<file path="src/design/chol_pkg.sv">
`timescale 1ns / 1ps
// ----------------------------------------------------------------------------
// chol_pkg
// Shared constants and command/status types of the Cholesky factorization
// block.
// ----------------------------------------------------------------------------
package chol_pkg;

    localparam int MAX_ORDER   = 8;
    localparam int STORE_DEPTH = MAX_ORDER * (MAX_ORDER + 1) / 2;
    localparam int ADDR_W      = $clog2(STORE_DEPTH);
    localparam int IDX_W       = $clog2(MAX_ORDER);
    localparam int CNT_W       = $clog2(STORE_DEPTH + 1);
    localparam int ORD_W       = $clog2(MAX_ORDER + 1);

    localparam logic [0:0] REG_MATRIX_SIZE = 1'b0;

    // datapath operations
    localparam logic [2:0] OP_NONE = 3'd0;
    localparam logic [2:0] OP_SQRT = 3'd1;
    localparam logic [2:0] OP_DIV  = 3'd2;
    localparam logic [2:0] OP_UPD  = 3'd3;

    typedef struct packed {
        logic              wr_load;   // store incoming element
        logic [ADDR_W-1:0] load_addr;
        logic              rd_a;      // read operand a at addr
        logic              rd_b;
        logic              rd_c;
        logic [ADDR_W-1:0] addr;      // shared read address
        logic              start;     // start op on latched operands
        logic [2:0]        op;
        logic [ADDR_W-1:0] wr_addr;   // result target
    } t_cmd;

    typedef struct packed {
        logic        done;
        logic        root_zero;
        logic        bad_pivot;
        logic [31:0] rdata;
    } t_stat;

    function automatic logic [ADDR_W-1:0] tri_pos(input logic [IDX_W:0] r,
                                                  input logic [IDX_W:0] c);
        logic [ADDR_W+IDX_W+1:0] p;
        begin
            p = ((r * (r + 1'b1)) >> 1) + c;
            return p[ADDR_W-1:0];
        end
    endfunction

endpackage

</file>
<file path="src/design/chol_datapath.sv">
`timescale 1ns / 1ps
// ----------------------------------------------------------------------------
// chol_datapath
// Triangle memory, operand registers and a multi-cycle arithmetic unit:
// bit-serial square root, restoring divider, and a multiply with
// a saturating subtract.
// ----------------------------------------------------------------------------
module chol_datapath
    import chol_pkg::*;
(
    input  logic        i_clk,
    input  logic        i_rst_n,
    input  t_cmd        i_cmd,
    input  logic [31:0] i_load_data,
    output t_stat       o_stat
);

    logic [31:0] r_mem [STORE_DEPTH];
    logic [31:0] r_rdata;
    logic        r_rd_a, r_rd_b, r_rd_c;
    logic [31:0] r_a, r_b, r_c;

    // unit state
    logic [2:0]  r_op;
    logic [6:0]  r_step;
    logic        r_busy;
    logic        r_done;
    logic [47:0] r_rad;     // sqrt radicand
    logic [49:0] r_rem;     // sqrt remainder
    logic [23:0] r_root;
    logic [63:0] r_num;     // divider numerator magnitude
    logic [63:0] r_quo;
    logic [32:0] r_drem;
    logic        r_neg;
    logic [63:0] r_prod;
    logic [31:0] r_res;
    logic        r_wr;
    logic [ADDR_W-1:0] r_waddr;

    // memory: one write port, one registered read port
    always_ff @(posedge i_clk) begin
        if (r_wr) begin
            r_mem[r_waddr] <= r_res;
        end else if (i_cmd.wr_load) begin
            r_mem[i_cmd.load_addr] <= i_load_data;
        end
        r_rdata <= r_mem[i_cmd.addr];
    end

    always_ff @(posedge i_clk) begin
        if (!i_rst_n) begin
            r_rd_a <= 1'b0;
            r_rd_b <= 1'b0;
            r_rd_c <= 1'b0;
        end else begin
            r_rd_a <= i_cmd.rd_a;
            r_rd_b <= i_cmd.rd_b;
            r_rd_c <= i_cmd.rd_c;
        end
        if (r_rd_a) r_a <= r_rdata;
        if (r_rd_b) r_b <= r_rdata;
        if (r_rd_c) r_c <= r_rdata;
    end

    logic [49:0] sq_trial;
    logic [49:0] sq_rem_sh;
    logic [32:0] dv_sh;
    logic [31:0] a_mag;
    logic [63:0] pv_trunc;
    logic signed [64:0] diff;
    logic signed [63:0] mul_w;

    always_comb begin
        sq_rem_sh = {r_rem[47:0], r_rad[47:46]};
        sq_trial  = {24'd0, r_root, 2'b01};
        dv_sh     = {r_drem[31:0], r_num[63]};
        a_mag     = r_a[31] ? (~r_a + 32'd1) : r_a;
        mul_w     = $signed(r_b) * $signed(r_c);
        // divide product by 2^16, truncating toward zero
        pv_trunc  = r_prod[63] ? (~(((~r_prod) + 64'd1) >> 16) + 64'd1) : (r_prod >> 16);
        diff      = $signed({r_a[31], r_a}) - $signed({pv_trunc[63], pv_trunc});
    end

    always_ff @(posedge i_clk) begin
        if (!i_rst_n) begin
            r_busy <= 1'b0;
            r_done <= 1'b0;
            r_wr   <= 1'b0;
            r_op   <= OP_NONE;
            r_step <= '0;
        end else begin
            r_done <= 1'b0;
            r_wr   <= 1'b0;
            if (i_cmd.start) begin
                r_busy  <= 1'b1;
                r_op    <= i_cmd.op;
                r_waddr <= i_cmd.wr_addr;
                r_step  <= '0;
                r_rad   <= {r_a[31:0], 16'd0};
                r_rem   <= '0;
                r_root  <= '0;
                r_num   <= {16'd0, a_mag, 16'd0};
                r_quo   <= '0;
                r_drem  <= '0;
                r_neg   <= r_a[31];
            end else if (r_busy) begin
                r_step <= r_step + 7'd1;
                case (r_op)
                    OP_SQRT: begin
                        r_rad <= {r_rad[45:0], 2'b00};
                        if (sq_rem_sh >= sq_trial) begin
                            r_rem  <= sq_rem_sh - sq_trial;
                            r_root <= {r_root[22:0], 1'b1};
                        end else begin
                            r_rem  <= sq_rem_sh;
                            r_root <= {r_root[22:0], 1'b0};
                        end
                        if (r_step == 7'd23) begin
                            r_busy <= 1'b0;
                            r_done <= 1'b1;
                            r_wr   <= 1'b1;
                            r_res  <= (sq_rem_sh >= sq_trial) ?
                                      {8'd0, r_root[22:0], 1'b1} :
                                      {8'd0, r_root[22:0], 1'b0};
                        end
                    end
                    OP_DIV: begin
                        if (r_step < 7'd64) begin
                            r_num <= {r_num[62:0], 1'b0};
                            if (dv_sh >= {1'b0, r_b}) begin
                                r_drem <= dv_sh - {1'b0, r_b};
                                r_quo  <= {r_quo[62:0], 1'b1};
                            end else begin
                                r_drem <= dv_sh;
                                r_quo  <= {r_quo[62:0], 1'b0};
                            end
                        end else begin
                            r_busy <= 1'b0;
                            r_done <= 1'b1;
                            r_wr   <= 1'b1;
                            if (r_neg) begin
                                r_res <= (r_quo > 64'h8000_0000) ? 32'h8000_0000
                                         : (~r_quo[31:0] + 32'd1);
                            end else begin
                                r_res <= (r_quo > 64'h7FFF_FFFF) ? 32'h7FFF_FFFF
                                         : r_quo[31:0];
                            end
                        end
                    end
                    OP_UPD: begin
                        if (r_step == 7'd0) begin
                            r_prod <= mul_w;
                        end else begin
                            r_busy <= 1'b0;
                            r_done <= 1'b1;
                            r_wr   <= 1'b1;
                            if (diff > 65'sh0_7FFF_FFFF)       r_res <= 32'h7FFF_FFFF;
                            else if (diff < -65'sh0_8000_0000) r_res <= 32'h8000_0000;
                            else                               r_res <= diff[31:0];
                        end
                    end
                    default: begin
                        r_busy <= 1'b0;
                        r_done <= 1'b1;
                        r_wr   <= 1'b1;
                        r_res  <= '0;
                    end
                endcase
            end
        end
    end

    assign o_stat.done      = r_done;
    assign o_stat.root_zero = (r_b == 32'd0);
    assign o_stat.bad_pivot = r_a[31] | (r_a == 32'd0);
    assign o_stat.rdata     = r_rdata;

endmodule

</file>
<file path="config.mk">
export PLATFORM = sky130hd
export DESIGN_NAME = chol_datapath
export DESIGN_NICKNAME = d
export VERILOG_FILES = /design/src/design/chol_pkg.sv /design/src/design/chol_datapath.sv
export SDC_FILE = /design/constraint.sdc
export NUM_CORES = 2
export LEC_CHECK = 0
export BUFFER_PORTS_ARGS = -buffer_cell sky130_fd_sc_hd__buf_2
export CORE_MARGIN = 2
export CORE_UTILIZATION = 59
export DETAILED_ROUTE_END_ITERATION = 8
export PLACE_DENSITY = 0.77
export SLEW_MARGIN = 25
export SYNTH_ARGS = -nofsm -noshare
export SYNTH_HDL_FRONTEND = slang
export SYNTH_SLANG_ARGS = --single-unit
</file>
<file path="constraint.sdc">
create_clock -name i_clk -period 9.55 [get_ports i_clk]
set_clock_uncertainty 0.1 [all_clocks]
set_input_delay 0.4775 -clock i_clk [delete_from_list [all_inputs] [get_ports i_clk]]
set_output_delay 0.4775 -clock i_clk [all_outputs]
set_load 0.02 [all_outputs]
</file>
==> flow_summary_export.csv <==
group,metric,value,unit
status,status,"finished clean",
cells_and_area,post-route-cell-area,0.118,mm²
hold_path,hp-class,"in2reg",
detailed_routing,wirelength,306000,µm
cts,cts-buffers-inserted,162,
yosys,muxShareOfSynthArea,0.0867,
sta,period_share,0.957,
setup_path,reg2reg_setup_slack,0.41,ns
placed_design,dp_hpwl,201000,µm
yosys,synth-seq-cells,1646,
cells_and_area,syn_to_final_growth,9.14,%
sta,rsz0062_at_grt,"false",
yosys,yosys.cell_types.count,102,
die,die_area,0.187,mm²
die,core,0.183,mm²
placed_design,placed_area,0.112,mm²
cells_and_area,drive_above_1_share,0.124,
cts,path_clk_slew,0.07,ns
cells_and_area,final_common_cell,"edfxtp_1",
setup_path,rr_endpoint,"r_prod[62]$_DFFE_PP_",
yosys,syn-cell-area,0.108,mm²
yosys,yosys_warnings,0,
die,die_w,433,µm
detailed_routing,ant_nets,0,
global_routing,grt_pass1_vias,72300,
cells_and_area,final_cell_mix,"edfxtp_1, inv_1, fa_1",
setup_path,worstPathRequired,9.99,ns
hold_path,min_to,"r_rem[15]$_SDFFCE_PP0P_",
sta,max_slew_margin,0.259,
cts,cts_tree,"yes",
global_routing,overflow,0,
setup_path,crit_top_cell,"fa_1",
sta,final_hold_viol_count,0,
yosys,synth_top_family_by_area,"adder cells",
detailed_routing,via_per_inst,6.32,
cells_and_area,fillers,12900,
sta,setup_violations,0,
setup_path,reg2reg_depth,28,
run,cap_violations,0,
cells_and_area,nets,10000,
hold_path,whs_path_depth,2,
setup_path,endpoint_kind,"register",
setup_path,slowest_stage,"edfxtp_1",
yosys,synthArstFlopShare,0,
yosys,ys_seq_area_frac,0.452,
yosys,synth_compound_area_frac,0.0495,
sta,finalMaxSlewViolations,0,
global_routing,grt_first_pass_wirelength,454000,µm
cts,clk_latency,0.86,ns
setup_path,regToRegStartpoint,"r_b[4]$_DFFE_PP_",
detailed_routing,num_vias,70700,
detailed_routing,post-route-drc-count,0,
setup_path,cp_max_fo,9,
die,io_pins,95,
setup_path,cp_slowest_stage_delay,0.85,ns
sta,tightest_slew,1.11,ns
die,row_count,157,
yosys,synth_xor_area_frac,0.0220,
yosys,ys.flop_type,"edfxtp_1",
placed_design,io_buffers,94,
yosys,synth_edf_count,1599,
cts,h-tree-depth,4,
setup_path,cp.arrival,9.58,ns
cells_and_area,final_util,0.647,
sta,setup_tns,0,ns
detailed_routing,first_pass_iters,7,
die,start_util,0.593,
cts,cts_buffer_depth,3,
placed_design,finalWeightedCongestion,0.935,
global_routing,groute.usage.overall,0.329,
sta,finalWorstPathRequiredPeriod,9.14,ns
global_routing,antenna_found_initial,12,
yosys,synth_cells,8502,
setup_path,path_class,"reg2reg",
hold_path,min-delay-start,"i_cmd[9]",
detailed_routing,drt_iter0_drc,7969,
cts,clockRootBuffer,"clkbuf_16",
setup_path,worst_setup_path_start_kind,"register",
global_routing,grt_start_max_net_pins,124,
yosys,syn_nets,9957,
detailed_routing,post_drt_wl_per_cell,27.4,µm
yosys,synthAdderAreaFrac,0.236,
cts,numClockSinks,1646,
sta,max_freq,109,MHz
yosys,synthSimpleGateAreaFrac,0.0957,
die,dieHeight,433,µm
yosys,syn_avg_cell_area,12.7,µm²
[worst max-delay path: cells and delay by family (launching register included)]
| family | cells | cell delay [ns] |
|---|---|---|
| adder cells (fa/ha/maj) | 9 | 3.75 |
| AO/OA/AOI/OAI | 8 | 2.22 |
| AND/OR/NAND/NOR | 3 | 1.04 |
| flip-flops | 1 | 0.85 |
| buffers and inverters | 7 | 0.73 |
| XOR/XNOR | 1 | 0.13 |
[kinds of logic after synthesis]
group | Yosys count
adders and majority gates | 1395
and+or+nand+nor | 2205
xor gates and xnor gates | 272
muxes | 491
AOI/OAI and AO/OA | 829
DFF | 1646
buffers and inverters | 1664
[area by class of cell]
type / count / area [µm²] / share of cell area
clock buffer: 202 / 4320 / 0.0365
multi-input combinational: 5192 / 53400 / 0.452
tap: 2464 / 3080 / 0.0261
antenna: 5 / 12.5 / 0.000106
timing repair buffer: 323 / 2510 / 0.0212
clock inverter: 95 / 1230 / 0.0104
inverter: 1265 / 4750 / 0.0401
sequential: 1646 / 49000 / 0.414
[synth_stat cells, drive strengths merged, types with 13 or more instances]
cell	count	area share
edfxtp	1599	0.44
inv	1265	0.044
fa	1084	0.20
nand2	1056	0.037
nor2	353	0.012
mux4	352	0.073
clkbuf	337	0.012
ha	311	0.036
and2	257	0.015
a21oi	254	0.012
o21ai	178	0.0083
xnor2	149	0.012
xor2	123	0.0099
nor2b	113	0.0065
a21o	82	0.0057
nor3	74	0.0036
mux2i	72	0.0066
mux2	67	0.0070
nand3	64	0.0030
nand4	63	0.0038
buf	62	0.0028
dfxtp	47	0.0087
nor4	45	0.0029
o22ai	42	0.0024
nand2b	39	0.0023
a211o	36	0.0029
and3	30	0.0017
o21bai	30	0.0021
a31oi	28	0.0016
o21a	28	0.0019
a211oi	27	0.0020
or4	22	0.0016
o31ai	18	0.0014
or3	18	0.0011
nor3b	14	0.0012
o211ai	13	0.0010
o41ai	13	0.0012
[metrics by stage]
| step | instances | setup slack (ns) | hold WS [ns] |
|---|---|---|---|
| floorplan | 8502 | 0.241 | 0.371 |
| global placement | 10800 | 0.390 | 0.385 |
| detailed placement | 10800 | 0.541 | 0.392 |
| CTS | 11200 | 0.362 | 0.0155 |
| global route | 11200 | 0.0276 | 0.0618 |
| finish | 11200 | 0.409 | 0.0586 |
[state kept, by name (all words and copies together) (netlist names), 7 cells and up]
name     flops
r_num       48
r_res       32
r_root      24
r_a         32
r_rdata     32
r_rad       32
r_drem      32
r_b         32
r_prod      64
r_mem     1152
r_rem       48
r_c         32
r_step       7
r_quo       64
[worst max-delay path by stage]
stage | startpoint | endpoint | slack [ns] | cells past startpoint
2_1_floorplan | r_op[0]$_SDFFE_PN0P_ | r_rad[16]$_SDFFCE_PN0P_ | 0.24 | 4
3_3_place_gp | r_b[1]$_DFFE_PP_ | r_prod[63]$_DFFE_PP_ | 0.39 | 24
3_5_place_dp | r_b[7]$_DFFE_PP_ | r_prod[57]$_DFFE_PP_ | 0.54 | 26
4_1_cts | r_c[3]$_DFFE_PP_ | r_prod[62]$_DFFE_PP_ | 0.36 | 28
5_1_grt | r_b[8]$_DFFE_PP_ | r_prod[62]$_DFFE_PP_ | 0.03 | 27
6_report | r_b[4]$_DFFE_PP_ | r_prod[62]$_DFFE_PP_ | 0.41 | 28
[per-layer routing]
metal | global-route usage | share of wire | vias to the layer above
li1 | - | - | 29100
met4 | 0.195 | 0.072 | 14
met1 | 0.415 | 0.35 | 36100
met2 | 0.534 | 0.49 | 4477
met5 | 0 | 0.00031 | -
met3 | 0.0629 | 0.094 | 1068
[repair_timing]
action | 4_1_cts | 5_1_grt
endpoints found under the hold margin | 14 | 0
resized for setup | 0 | 1
buffers inserted | 0 | 25
hold buffers | 17 | 0
endpoints found under the setup margin | 0 | 2
Power is not shown: default switching activity piles up to over one toggle a cycle in this logic, so the estimate is an artifact.
